### config.mk
export PLATFORM = sky130hd
export DESIGN_NAME = link_loss_transmit_throttle
export DESIGN_NICKNAME = d
export VERILOG_FILES = /design/src/hdl/llt_pkg.sv /design/src/hdl/link_loss_transmit_throttle.sv /design/src/hdl/llt_div.sv /design/src/hdl/llt_ctrl.sv /design/src/hdl/llt_dp.sv
export SDC_FILE = /design/constraint.sdc
export NUM_CORES = 2
export LEC_CHECK = 0
export ABC_AREA = 0
export BUFFER_PORTS_ARGS = -buffer_cell sky130_fd_sc_hd__buf_4
export CAP_MARGIN = 25
export CORE_UTILIZATION = 35
export CTS_CLUSTER_DIAMETER = 50
export CTS_CLUSTER_SIZE = 16
export DETAILED_ROUTE_END_ITERATION = 16
export GPL_TIMING_DRIVEN = 0
export PLACE_DENSITY = 0.48
export REMOVE_ABC_BUFFERS = 1
export SLEW_MARGIN = 40
export SYNTH_ARGS = -nofsm -noshare
export SYNTH_HDL_FRONTEND = slang
export SYNTH_HIERARCHICAL = 1
export SYNTH_SLANG_ARGS = --single-unit
### constraint.sdc
create_clock -name clk -period 15.6 [get_ports clk]
set_input_delay 1.56 -clock clk [delete_from_list [all_inputs] [get_ports clk]]
set_output_delay 1.56 -clock clk [all_outputs]
set_load 0.005 [all_outputs]
### src/hdl/llt_pkg.sv
// Shared types and constants of the link-loss transmit throttle.
package llt_pkg;

	localparam logic [1:0] MODE_NORMAL    = 2'd0;
	localparam logic [1:0] MODE_FREEZE    = 2'd1;
	localparam logic [1:0] MODE_RECOVERY  = 2'd2;
	localparam logic [1:0] MODE_EMERGENCY = 2'd3;

	localparam logic [2:0] CMD_TICK      = 3'd0;
	localparam logic [2:0] CMD_HEARTBEAT = 3'd1;
	localparam logic [2:0] CMD_UPDATE    = 3'd2;
	localparam logic [2:0] CMD_FREEZE    = 3'd3;
	localparam logic [2:0] CMD_QUERY     = 3'd4;
	localparam logic [2:0] CMD_REINIT    = 3'd5;
	localparam logic [2:0] CMD_SEED      = 3'd6;
	localparam logic [2:0] CMD_SPARE     = 3'd7;

	localparam logic [2:0] REG_TIMEOUT   = 3'd0;
	localparam logic [2:0] REG_FLIMIT    = 3'd1;
	localparam logic [2:0] REG_RECOVERY  = 3'd2;
	localparam logic [2:0] REG_PPERIOD   = 3'd3;
	localparam logic [2:0] REG_PSTEP     = 3'd4;
	localparam logic [2:0] REG_MINPROB   = 3'd5;
	localparam logic [2:0] REG_ETHRESH   = 3'd6;

	localparam logic [16:0] ONE_Q16       = 17'd65536;
	localparam logic [16:0] HALF_Q16      = 17'd32768;
	localparam logic [16:0] EMERG_PENALTY = 17'd58982;
	localparam logic [31:0] RNG_DEFAULT   = 32'h12345678;
	localparam logic [15:0] DRAW_MOD      = 16'd1000;
	localparam logic [31:0] DRAW_RECIP    = 32'd2199023256;
	localparam logic [15:0] CNT_MAX       = 16'hFFFF;

	typedef struct packed {
		logic [15:0] timeout;
		logic [31:0] flimit;
		logic [15:0] rec;
		logic [31:0] pperiod;
		logic [16:0] pstep;
		logic [16:0] minp;
		logic [15:0] ethr;
	} cfg_t;

	typedef struct packed {
		logic load;
		logic upd;
		logic mul;
		logic prd;
		logic div_start;
		logic cap_quot;
		logic fin;
	} cmd_t;

	typedef struct packed {
		logic need_div;
		logic div_done;
		logic out_hold;
	} stat_t;

endpackage

### src/hdl/link_loss_transmit_throttle.sv
// Top level: APB register file, controller and datapath of the link-loss throttle.
// A request is loaded in IDLE and passes the UPD, MUL and PRD states to FIN, which registers
// the result; a recovery ramp is first interpolated by the bit-serial divider (DIVS, DIVW).
// One request at a time: in_ready is low until FIN completes, and FIN waits while the
// previous result still waits for out_ready.
// Reset: asynchronous, active low; machine, configuration registers and counters return to reset values.
module link_loss_transmit_throttle (
	input  logic        clk,
	input  logic        arst_n,
	input  logic        psel,
	input  logic        penable,
	input  logic        pwrite,
	input  logic [4:0]  paddr,
	input  logic [31:0] pwdata,
	output logic [31:0] prdata,
	output logic        pready,
	input  logic        in_valid,
	output logic        in_ready,
	input  logic [2:0]  cmd,
	input  logic [31:0] now_ms,
	input  logic [16:0] shapley,
	input  logic [15:0] energy,
	input  logic [31:0] seed,
	output logic        out_valid,
	input  logic        out_ready,
	output logic [1:0]  mode,
	output logic [16:0] probability,
	output logic        transmit,
	output logic        frozen,
	output logic [16:0] penalty,
	output logic [15:0] freeze_events,
	output logic [15:0] recoveries,
	output logic [15:0] packets_in_freeze,
	output logic [31:0] since_heartbeat_ms
);
	import llt_pkg::*;

	cfg_t       cfg_q;
	cmd_t       ctl;
	stat_t      st;
	logic [2:0] idx;

	assign pready = 1'b1;
	assign idx    = paddr[4:2];

	always_ff @(posedge clk or negedge arst_n) begin
		if (!arst_n) begin
			cfg_q.timeout <= 16'd500;
			cfg_q.flimit  <= 32'd1800000;
			cfg_q.rec     <= 16'd2000;
			cfg_q.pperiod <= 32'd60000;
			cfg_q.pstep   <= 17'd6554;
			cfg_q.minp    <= 17'd3277;
			cfg_q.ethr    <= 16'd0;
		end else if (psel && penable && pwrite) begin
			case (idx)
				REG_TIMEOUT:  cfg_q.timeout <= pwdata[15:0];
				REG_FLIMIT:   cfg_q.flimit  <= pwdata;
				REG_RECOVERY: cfg_q.rec     <= pwdata[15:0];
				REG_PPERIOD:  cfg_q.pperiod <= pwdata;
				REG_PSTEP:    cfg_q.pstep   <= pwdata[16:0];
				REG_MINPROB:  cfg_q.minp    <= pwdata[16:0];
				REG_ETHRESH:  cfg_q.ethr    <= pwdata[15:0];
				default: begin
				end
			endcase
		end
	end

	always_comb begin
		case (idx)
			REG_TIMEOUT:  prdata = {16'b0, cfg_q.timeout};
			REG_FLIMIT:   prdata = cfg_q.flimit;
			REG_RECOVERY: prdata = {16'b0, cfg_q.rec};
			REG_PPERIOD:  prdata = cfg_q.pperiod;
			REG_PSTEP:    prdata = {15'b0, cfg_q.pstep};
			REG_MINPROB:  prdata = {15'b0, cfg_q.minp};
			REG_ETHRESH:  prdata = {16'b0, cfg_q.ethr};
			default:      prdata = '0;
		endcase
	end

	llt_ctrl u_ctrl (
		.clk      (clk),
		.arst_n   (arst_n),
		.in_valid (in_valid),
		.in_ready (in_ready),
		.stat     (st),
		.cmd      (ctl)
	);

	llt_dp u_dp (
		.clk                (clk),
		.arst_n             (arst_n),
		.cfg                (cfg_q),
		.cmd                (ctl),
		.stat               (st),
		.cmd_in             (cmd),
		.now_ms             (now_ms),
		.shapley            (shapley),
		.energy             (energy),
		.seed               (seed),
		.out_valid          (out_valid),
		.out_ready          (out_ready),
		.mode               (mode),
		.probability        (probability),
		.transmit           (transmit),
		.frozen             (frozen),
		.penalty            (penalty),
		.freeze_events      (freeze_events),
		.recoveries         (recoveries),
		.packets_in_freeze  (packets_in_freeze),
		.since_heartbeat_ms (since_heartbeat_ms)
	);
endmodule

### src/hdl/llt_div.sv
// Restoring divider, one quotient bit per cycle.
module llt_div (
	input  logic        clk,
	input  logic        arst_n,
	input  logic        start,
	input  logic [32:0] dividend,
	input  logic [15:0] divisor,
	output logic [32:0] quotient,
	output logic        done
);
	logic [32:0] quo_q;
	logic [15:0] rem_q;
	logic [5:0]  cnt_q;
	logic        busy_q;
	logic        done_q;
	logic [16:0] trial;
	logic [16:0] diff;
	logic        fit;

	assign trial = {rem_q, quo_q[32]};
	assign fit   = trial >= {1'b0, divisor};
	assign diff  = trial - {1'b0, divisor};

	always_ff @(posedge clk or negedge arst_n) begin
		if (!arst_n) begin
			busy_q <= 1'b0;
			done_q <= 1'b0;
			cnt_q  <= '0;
		end else begin
			done_q <= 1'b0;
			if (start) begin
				busy_q <= 1'b1;
				cnt_q  <= '0;
			end else if (busy_q) begin
				cnt_q <= cnt_q + 6'd1;
				if (cnt_q == 6'd32) begin
					busy_q <= 1'b0;
					done_q <= 1'b1;
				end
			end
		end
	end

	always_ff @(posedge clk) begin
		if (start) begin
			quo_q <= dividend;
			rem_q <= '0;
		end else if (busy_q) begin
			quo_q <= {quo_q[31:0], fit};
			rem_q <= fit ? diff[15:0] : trial[15:0];
		end
	end

	assign quotient = quo_q;
	assign done     = done_q;
endmodule

### src/hdl/llt_ctrl.sv
// Controller state machine sequencing one request through the datapath.
module llt_ctrl (
	input  logic           clk,
	input  logic           arst_n,
	input  logic           in_valid,
	output logic           in_ready,
	input  llt_pkg::stat_t stat,
	output llt_pkg::cmd_t  cmd
);
	import llt_pkg::*;

	localparam logic [2:0] ST_IDLE = 3'd0;
	localparam logic [2:0] ST_UPD  = 3'd1;
	localparam logic [2:0] ST_MUL  = 3'd2;
	localparam logic [2:0] ST_PRD  = 3'd3;
	localparam logic [2:0] ST_DIVS = 3'd4;
	localparam logic [2:0] ST_DIVW = 3'd5;
	localparam logic [2:0] ST_FIN  = 3'd6;

	logic [2:0] state_q;
	logic [2:0] state_d;

	always_comb begin
		state_d = state_q;
		cmd     = '0;
		case (state_q)
			ST_IDLE: begin
				if (in_valid) begin
					cmd.load = 1'b1;
					state_d  = ST_UPD;
				end
			end
			ST_UPD: begin
				cmd.upd = 1'b1;
				state_d = ST_MUL;
			end
			ST_MUL: begin
				cmd.mul = 1'b1;
				state_d = ST_PRD;
			end
			ST_PRD: begin
				cmd.prd = 1'b1;
				state_d = stat.need_div ? ST_DIVS : ST_FIN;
			end
			ST_DIVS: begin
				cmd.div_start = 1'b1;
				state_d       = ST_DIVW;
			end
			ST_DIVW: begin
				if (stat.div_done) begin
					cmd.cap_quot = 1'b1;
					state_d      = ST_FIN;
				end
			end
			ST_FIN: begin
				if (!stat.out_hold) begin
					cmd.fin = 1'b1;
					state_d = ST_IDLE;
				end
			end
			default: begin
				state_d = ST_IDLE;
			end
		endcase
	end

	always_ff @(posedge clk or negedge arst_n) begin
		if (!arst_n) begin
			state_q <= ST_IDLE;
		end else begin
			state_q <= state_d;
		end
	end

	assign in_ready = state_q == ST_IDLE;
endmodule

### src/hdl/llt_dp.sv
// Datapath: machine state, probability arithmetic and result register.
module llt_dp (
	input  logic           clk,
	input  logic           arst_n,
	input  llt_pkg::cfg_t  cfg,
	input  llt_pkg::cmd_t  cmd,
	output llt_pkg::stat_t stat,
	input  logic [2:0]     cmd_in,
	input  logic [31:0]    now_ms,
	input  logic [16:0]    shapley,
	input  logic [15:0]    energy,
	input  logic [31:0]    seed,
	output logic           out_valid,
	input  logic           out_ready,
	output logic [1:0]     mode,
	output logic [16:0]    probability,
	output logic           transmit,
	output logic           frozen,
	output logic [16:0]    penalty,
	output logic [15:0]    freeze_events,
	output logic [15:0]    recoveries,
	output logic [15:0]    packets_in_freeze,
	output logic [31:0]    since_heartbeat_ms
);
	import llt_pkg::*;

	logic [2:0]  cmd_q;
	logic [31:0] now_q;
	logic [16:0] shap_q;
	logic [15:0] energy_q;
	logic [31:0] seed_q;

	logic [1:0]  mode_q;
	logic [31:0] last_hb_q, fstart_q, rstart_q, lpen_q, rng_q;
	logic [16:0] held_q, pen_q;
	logic [1:0]  run_q;
	logic [15:0] fcnt_q, rcnt_q, gcnt_q;

	logic [16:0] f_q, quot_q;
	logic [15:0] d_q;
	logic [32:0] prod_q;
	logic [22:0] rquo_q;
	logic [9:0]  rmod_q;
	logic        out_valid_q;

	logic [31:0] x1, x2, x3, elapsed, dd;
	logic [1:0]  run_inc;
	logic [16:0] cap, rem17, diff;
	logic [17:0] psum, pr;
	logic [33:0] prodf;
	logic        is_frozen, tx, need_mod;
	logic [26:0] pk;
	logic [16:0] prob;
	logic [63:0] rq_prod;
	logic [31:0] rback, rdiff;
	logic [32:0] div_quo;
	logic        div_done;

	assign x1      = rng_q ^ (rng_q << 13);
	assign x2      = x1 ^ (x1 >> 17);
	assign x3      = x2 ^ (x2 << 5);
	assign elapsed = now_q - last_hb_q;
	assign dd      = now_q - rstart_q;
	assign run_inc = (run_q == 2'd3) ? 2'd3 : run_q + 2'd1;
	assign cap     = (cfg.minp > ONE_Q16) ? 17'd0 : ONE_Q16 - cfg.minp;
	assign psum    = {1'b0, pen_q} + {1'b0, cfg.pstep};
	assign rem17   = (pen_q >= ONE_Q16) ? 17'd0 : ONE_Q16 - pen_q;
	assign prodf   = {17'b0, held_q} * {17'b0, rem17};
	assign diff    = (shap_q >= f_q) ? shap_q - f_q : f_q - shap_q;
	assign is_frozen = mode_q == MODE_FREEZE || mode_q == MODE_EMERGENCY;
	assign need_mod  = cmd_q == CMD_QUERY && energy_q >= cfg.ethr;

	assign rq_prod = {32'b0, rng_q} * {32'b0, DRAW_RECIP};
	assign rback   = {9'b0, rquo_q} * {16'b0, DRAW_MOD};
	assign rdiff   = rng_q - rback;

	assign stat.need_div = mode_q == MODE_RECOVERY && cfg.rec != 16'd0 && dd < {16'b0, cfg.rec};
	assign stat.div_done = div_done;
	assign stat.out_hold = out_valid_q && !out_ready;

	llt_div u_div (
		.clk      (clk),
		.arst_n   (arst_n),
		.start    (cmd.div_start),
		.dividend (prod_q),
		.divisor  (cfg.rec),
		.quotient (div_quo),
		.done     (div_done)
	);

	always_comb begin
		case (mode_q)
			MODE_NORMAL:   pr = {1'b0, shap_q};
			MODE_FREEZE:   pr = {1'b0, (f_q < cfg.minp) ? cfg.minp : f_q};
			MODE_RECOVERY: begin
				if (stat.need_div) begin
					pr = (shap_q >= f_q) ? {1'b0, f_q} + {1'b0, quot_q}
						: {1'b0, f_q} - {1'b0, quot_q};
				end else begin
					pr = {1'b0, shap_q};
				end
			end
			default:       pr = {1'b0, cfg.minp};
		endcase
	end

	assign prob = (pr > {1'b0, ONE_Q16}) ? ONE_Q16 : pr[16:0];
	assign pk   = {10'b0, prob} * 27'd1000;
	assign tx   = need_mod && ({1'b0, rmod_q, 16'b0} < pk);

	always_ff @(posedge clk) begin
		if (cmd.load) begin
			cmd_q    <= cmd_in;
			now_q    <= now_ms;
			shap_q   <= shapley;
			energy_q <= energy;
			seed_q   <= seed;
		end
		if (cmd.mul) begin
			f_q    <= prodf[32:16];
			d_q    <= dd[15:0];
			rquo_q <= rq_prod[63:41];
		end
		if (cmd.prd) begin
			prod_q <= {16'b0, diff} * {17'b0, d_q};
			rmod_q <= rdiff[9:0];
		end
		if (cmd.cap_quot) begin
			quot_q <= div_quo[16:0];
		end
	end

	always_ff @(posedge clk or negedge arst_n) begin
		if (!arst_n) begin
			mode_q    <= MODE_NORMAL;
			last_hb_q <= '0;
			fstart_q  <= '0;
			rstart_q  <= '0;
			lpen_q    <= '0;
			held_q    <= HALF_Q16;
			pen_q     <= '0;
			run_q     <= '0;
			rng_q     <= RNG_DEFAULT;
			fcnt_q    <= '0;
			rcnt_q    <= '0;
			gcnt_q    <= '0;
		end else if (cmd.upd) begin
			case (cmd_q)
				CMD_TICK: begin
					if (mode_q == MODE_NORMAL || mode_q == MODE_RECOVERY) begin
						if (elapsed > {16'b0, cfg.timeout}) begin
							mode_q   <= MODE_FREEZE;
							fstart_q <= now_q;
							lpen_q   <= now_q;
							pen_q    <= '0;
							fcnt_q   <= (fcnt_q == CNT_MAX) ? CNT_MAX : fcnt_q + 16'd1;
						end
					end else if (mode_q == MODE_FREEZE) begin
						if (now_q - lpen_q >= cfg.pperiod) begin
							pen_q  <= (psum > {1'b0, cap}) ? cap : psum[16:0];
							lpen_q <= now_q;
						end
						if (now_q - fstart_q > cfg.flimit) begin
							mode_q <= MODE_EMERGENCY;
						end
					end else begin
						pen_q <= EMERG_PENALTY;
					end
				end
				CMD_HEARTBEAT, CMD_UPDATE: begin
					if (cmd_q == CMD_UPDATE && mode_q == MODE_NORMAL) begin
						held_q <= shap_q;
					end
					last_hb_q <= now_q;
					if (is_frozen) begin
						mode_q   <= MODE_RECOVERY;
						rstart_q <= now_q;
						run_q    <= 2'd1;
					end else if (mode_q == MODE_RECOVERY) begin
						run_q <= run_inc;
						if (dd >= {16'b0, cfg.rec} && run_inc >= 2'd2) begin
							mode_q <= MODE_NORMAL;
							pen_q  <= '0;
							rcnt_q <= (rcnt_q == CNT_MAX) ? CNT_MAX : rcnt_q + 16'd1;
						end
					end
				end
				CMD_FREEZE: begin
					if (mode_q != MODE_FREEZE) begin
						mode_q   <= MODE_FREEZE;
						fstart_q <= now_q;
						lpen_q   <= now_q;
						pen_q    <= '0;
						fcnt_q   <= (fcnt_q == CNT_MAX) ? CNT_MAX : fcnt_q + 16'd1;
					end
				end
				CMD_QUERY: begin
					if (energy_q >= cfg.ethr) begin
						rng_q <= x3;
					end
				end
				CMD_REINIT: begin
					mode_q    <= MODE_NORMAL;
					last_hb_q <= now_q;
					fstart_q  <= '0;
					rstart_q  <= '0;
					lpen_q    <= '0;
					held_q    <= HALF_Q16;
					pen_q     <= '0;
					run_q     <= '0;
					fcnt_q    <= '0;
					rcnt_q    <= '0;
					gcnt_q    <= '0;
				end
				CMD_SEED: begin
					rng_q <= (seed_q != 32'd0) ? seed_q : RNG_DEFAULT;
				end
				default: begin
				end
			endcase
		end else if (cmd.fin && tx && is_frozen) begin
			gcnt_q <= (gcnt_q == CNT_MAX) ? CNT_MAX : gcnt_q + 16'd1;
		end
	end

	always_ff @(posedge clk or negedge arst_n) begin
		if (!arst_n) begin
			out_valid_q <= 1'b0;
		end else if (cmd.fin) begin
			out_valid_q <= 1'b1;
		end else if (out_ready) begin
			out_valid_q <= 1'b0;
		end
	end

	always_ff @(posedge clk) begin
		if (cmd.fin) begin
			mode               <= mode_q;
			probability        <= prob;
			transmit           <= tx;
			frozen             <= is_frozen;
			penalty            <= pen_q;
			freeze_events      <= fcnt_q;
			recoveries         <= rcnt_q;
			packets_in_freeze  <= (tx && is_frozen && gcnt_q != CNT_MAX) ? gcnt_q + 16'd1
				: gcnt_q;
			since_heartbeat_ms <= elapsed;
		end
	end

	assign out_valid = out_valid_q;
endmodule

==> run summary <==
status - completed
nets - 10101
busiest grt layer - met2
Root Driver - clkbuf_16
Avg Inst Size Synth - 9.93 sq um
synthesis-stage register bit count - 771
final setup vio count - 0
EDFF count, synth - 351
Via density - 5.09
drt pass-1 iters - 6
commonest non-fill, non-tap cell in the layout - inv_1
Post-synth top flop - edfxtp_1
CP peak stage delay - 0.64 ns
Post-Syn Instances - 7940
reg2reg setup slack - 0.93 ns
CP arrival - 15.35 ns
M1 GR Usage - 30.1%
max-cap viol count - 0
first-pass GRT wire length - 370 mm
CTS sink count - 771
post-route ant nets - 0
Worst-path clk slew - 0.06 ns
Slowest-stage cell, CP - a221oi_2
crit-path most repeated cell - fa_1
Worst Setup Start Kind - flip-flop
hold slack - 0.441 ns
Hold-fix buffers, CTS - 0
Yosys Warn Count - 6
Worst-Margin Slew - 0.909 ns
DPL Wire Length - 191 mm
relative slew slack - 38.9%
Max Clk Rate - 0.0682 GHz
sequential area share after synthesis - 26.7%
Worst Hold Class - reg -> reg
FP Rows - 173
Setup Crit Path Kind - reg -> reg
clock skew - 0.0559 ns
GR Util met2 - 33.3%
r2r startpoint - u_dp/now_q[0]
GR Overflow Total - 0
worst r2r dst - u_dp/gcnt_q[8]
grt met3 use - 2.76%
Final Cycle Share - 94.1%
RSZ-0062 raised after global routing - false
drt drc - 0
Die Ht - 477 microns
Setup crit end kind - flip-flop
layout cells sized above 1 - 13.1%
clk_lat worst skew - 0.82 ns
final WL - 238 mm
die area - 227000 sq um
vias in the first global route - 60468
CTS tree - built
Core Region - 223000 sq um
Hold Violations, Final - 0
initial DRC count - 3689
Via Count - 57644
WL/cell - 21.1 microns
Critical path origin - u_dp/now_q[0]
PortBufs - 293
GRT Overall Usage - 21.2%
initial antenna violation count - 3
mapped cell area - 78900 sq um
Slew Viols, Final - 0
die width - 477 microns
routability cong. - 0.896
Setup crit end - u_dp/gcnt_q[8]
Netlist cell types - 109
most frequent cells in the layout - 1362 x inv_1, 950 x ha_1, 777 x fa_1
CP Max Fanout - 33
Fillers - 21972
P&R area growth vs syn - 14.4%
htree depth - 3
io pins - 297
CTS Buf Count - 121
required time of the critical path - 16.28 ns
ys async rst share - 52.4%
clk buf depth - 3
worst reg2reg path depth - 50
Starting Density - 35.3%
final worst path period need - 14.67 ns
largest net degree at the start of global routing - 72
-- metrics by stage --
step | instances | instance area, sq um | setup TNS (ns) | worst slack, ns | utilization (%)
final | 11316 | 90200 | 0 | 0.927 | 40.4
after global routing | 11313 | 90200 | 0 | 0.0234 | 40.4
after global placement | 10956 | 83700 | -183.60 | -5.25 | 37.5
after CTS | 11306 | 90100 | 0 | 0.0457 | 40.4
after floorplan | 7688 | 77800 | -8.75 | -0.526 | -
after detailed placement | 11074 | 85600 | -0.352 | -0.0783 | 38.4
-- flip-flops by register name, indices dropped and copies added, names as in the netlist, 17 cells and up --
register,count
u_dp/u_div/quotient,33
cfg_q,146
u_dp/last_hb_q,32
u_dp/pen_q,17
u_dp/now_q,32
u_dp/quot_q,17
u_dp/rstart_q,32
u_dp/lpen_q,32
u_dp/held_q,17
u_dp/probability,17
u_dp/fstart_q,32
u_dp/penalty,17
u_dp/since_heartbeat_ms,32
u_dp/shap_q,17
u_dp/f_q,17
u_dp/seed_q,32
u_dp/rng_q,32
u_dp/prod_q,33
-- cell type report --
| cell class | count | area [sq um] | area share [%] |
|---|---|---|---|
| flip-flops and latches | 771 | 21100 | 23.3 |
| clock inverters | 104 | 1390 | 1.54 |
| clock buffers | 127 | 3070 | 3.40 |
| inverters | 1369 | 5140 | 5.70 |
| repair buffers | 418 | 3580 | 3.97 |
| multi-input cells | 5548 | 52200 | 57.9 |
| well taps | 2975 | 3720 | 4.13 |
| diodes | 4 | 10.0 | 0.0111 |
-- cells in the mapped netlist, types with 100 or more instances --
cell	instances	area [sq um]
a21oi_1	304	1520
nor3_1	100	500
nor2_1	317	1190
and2_1	205	1280
edfxtp_1	351	10500
dfrtp_1	346	8660
clkbuf_1	193	724
ha_1	951	11900
inv_1	1364	5120
nand2_1	728	2730
fa_1	777	15600
mux2_2	229	2580
xnor2_1	263	2300
xor2_1	111	972
a21o_1	134	1010
mux2i_1	103	1030
o21ai_0	253	1270
-- kinds of logic (layout without fill, tap and decap cells) --
| group | after synthesis | after routing | synth area share (%) |
|---|---|---|---|
| simple gates | 1889 | 1889 | 11.6 |
| fa+ha+maj | 1728 | 1728 | 34.8 |
| buf+inv | 1621 | 2018 | 7.88 |
| compound gates | 1221 | 1221 | 10.2 |
| flops | 771 | 771 | 26.7 |
| xor+xnor | 374 | 374 | 4.15 |
| mux | 335 | 335 | 4.62 |
| other cells | 1 | 5 | 0.00475 |
-- worst min path at each step --
stage / slack [ns] / start / cells after the start / endpoint
after floorplan: 0.42 / u_dp/u_div/quotient[0] / 0 / u_dp/quot_q[0]
after global placement: 0.44 / u_dp/u_div/quotient[15] / 0 / u_dp/quot_q[15]
after detailed placement: 0.44 / u_dp/u_div/quotient[10] / 0 / u_dp/quot_q[10]
after CTS: 0.44 / u_dp/u_div/quotient[14] / 0 / u_dp/quot_q[14]
after global routing: 0.46 / u_dp/u_div/quotient[1] / 0 / u_dp/quot_q[1]
final: 0.44 / u_dp/u_div/quotient[14] / 0 / u_dp/quot_q[14]
-- worst max-delay path, delay by kind of cell (launching register included) --
family / cells / cell delay [ns]
AO/OA/AOI/OAI: 18 / 5.79
adder cells (fa/ha/maj): 9 / 3.56
AND/OR/NAND/NOR: 16 / 3.52
buffers and inverters: 5 / 0.68
XOR/XNOR: 2 / 0.48
flip-flops: 1 / 0.43
-- timing repair --
action	CTS	global route
buffers inserted	1	6
gates resized for setup	1	11
endpoints found under the setup margin	18	33
pin swaps	0	1
cloned	0	0
-- routing by layer --
layer	routed length, microns	part of all wire, %
met5	0	0
met4	7350	3.1
met3	10200	4.3
met2	107000	45
met1	114000	48
Power is left out: the tool's default activity adds up to more than one toggle a clock period on the data nets, which glitch-free logic cannot reach.
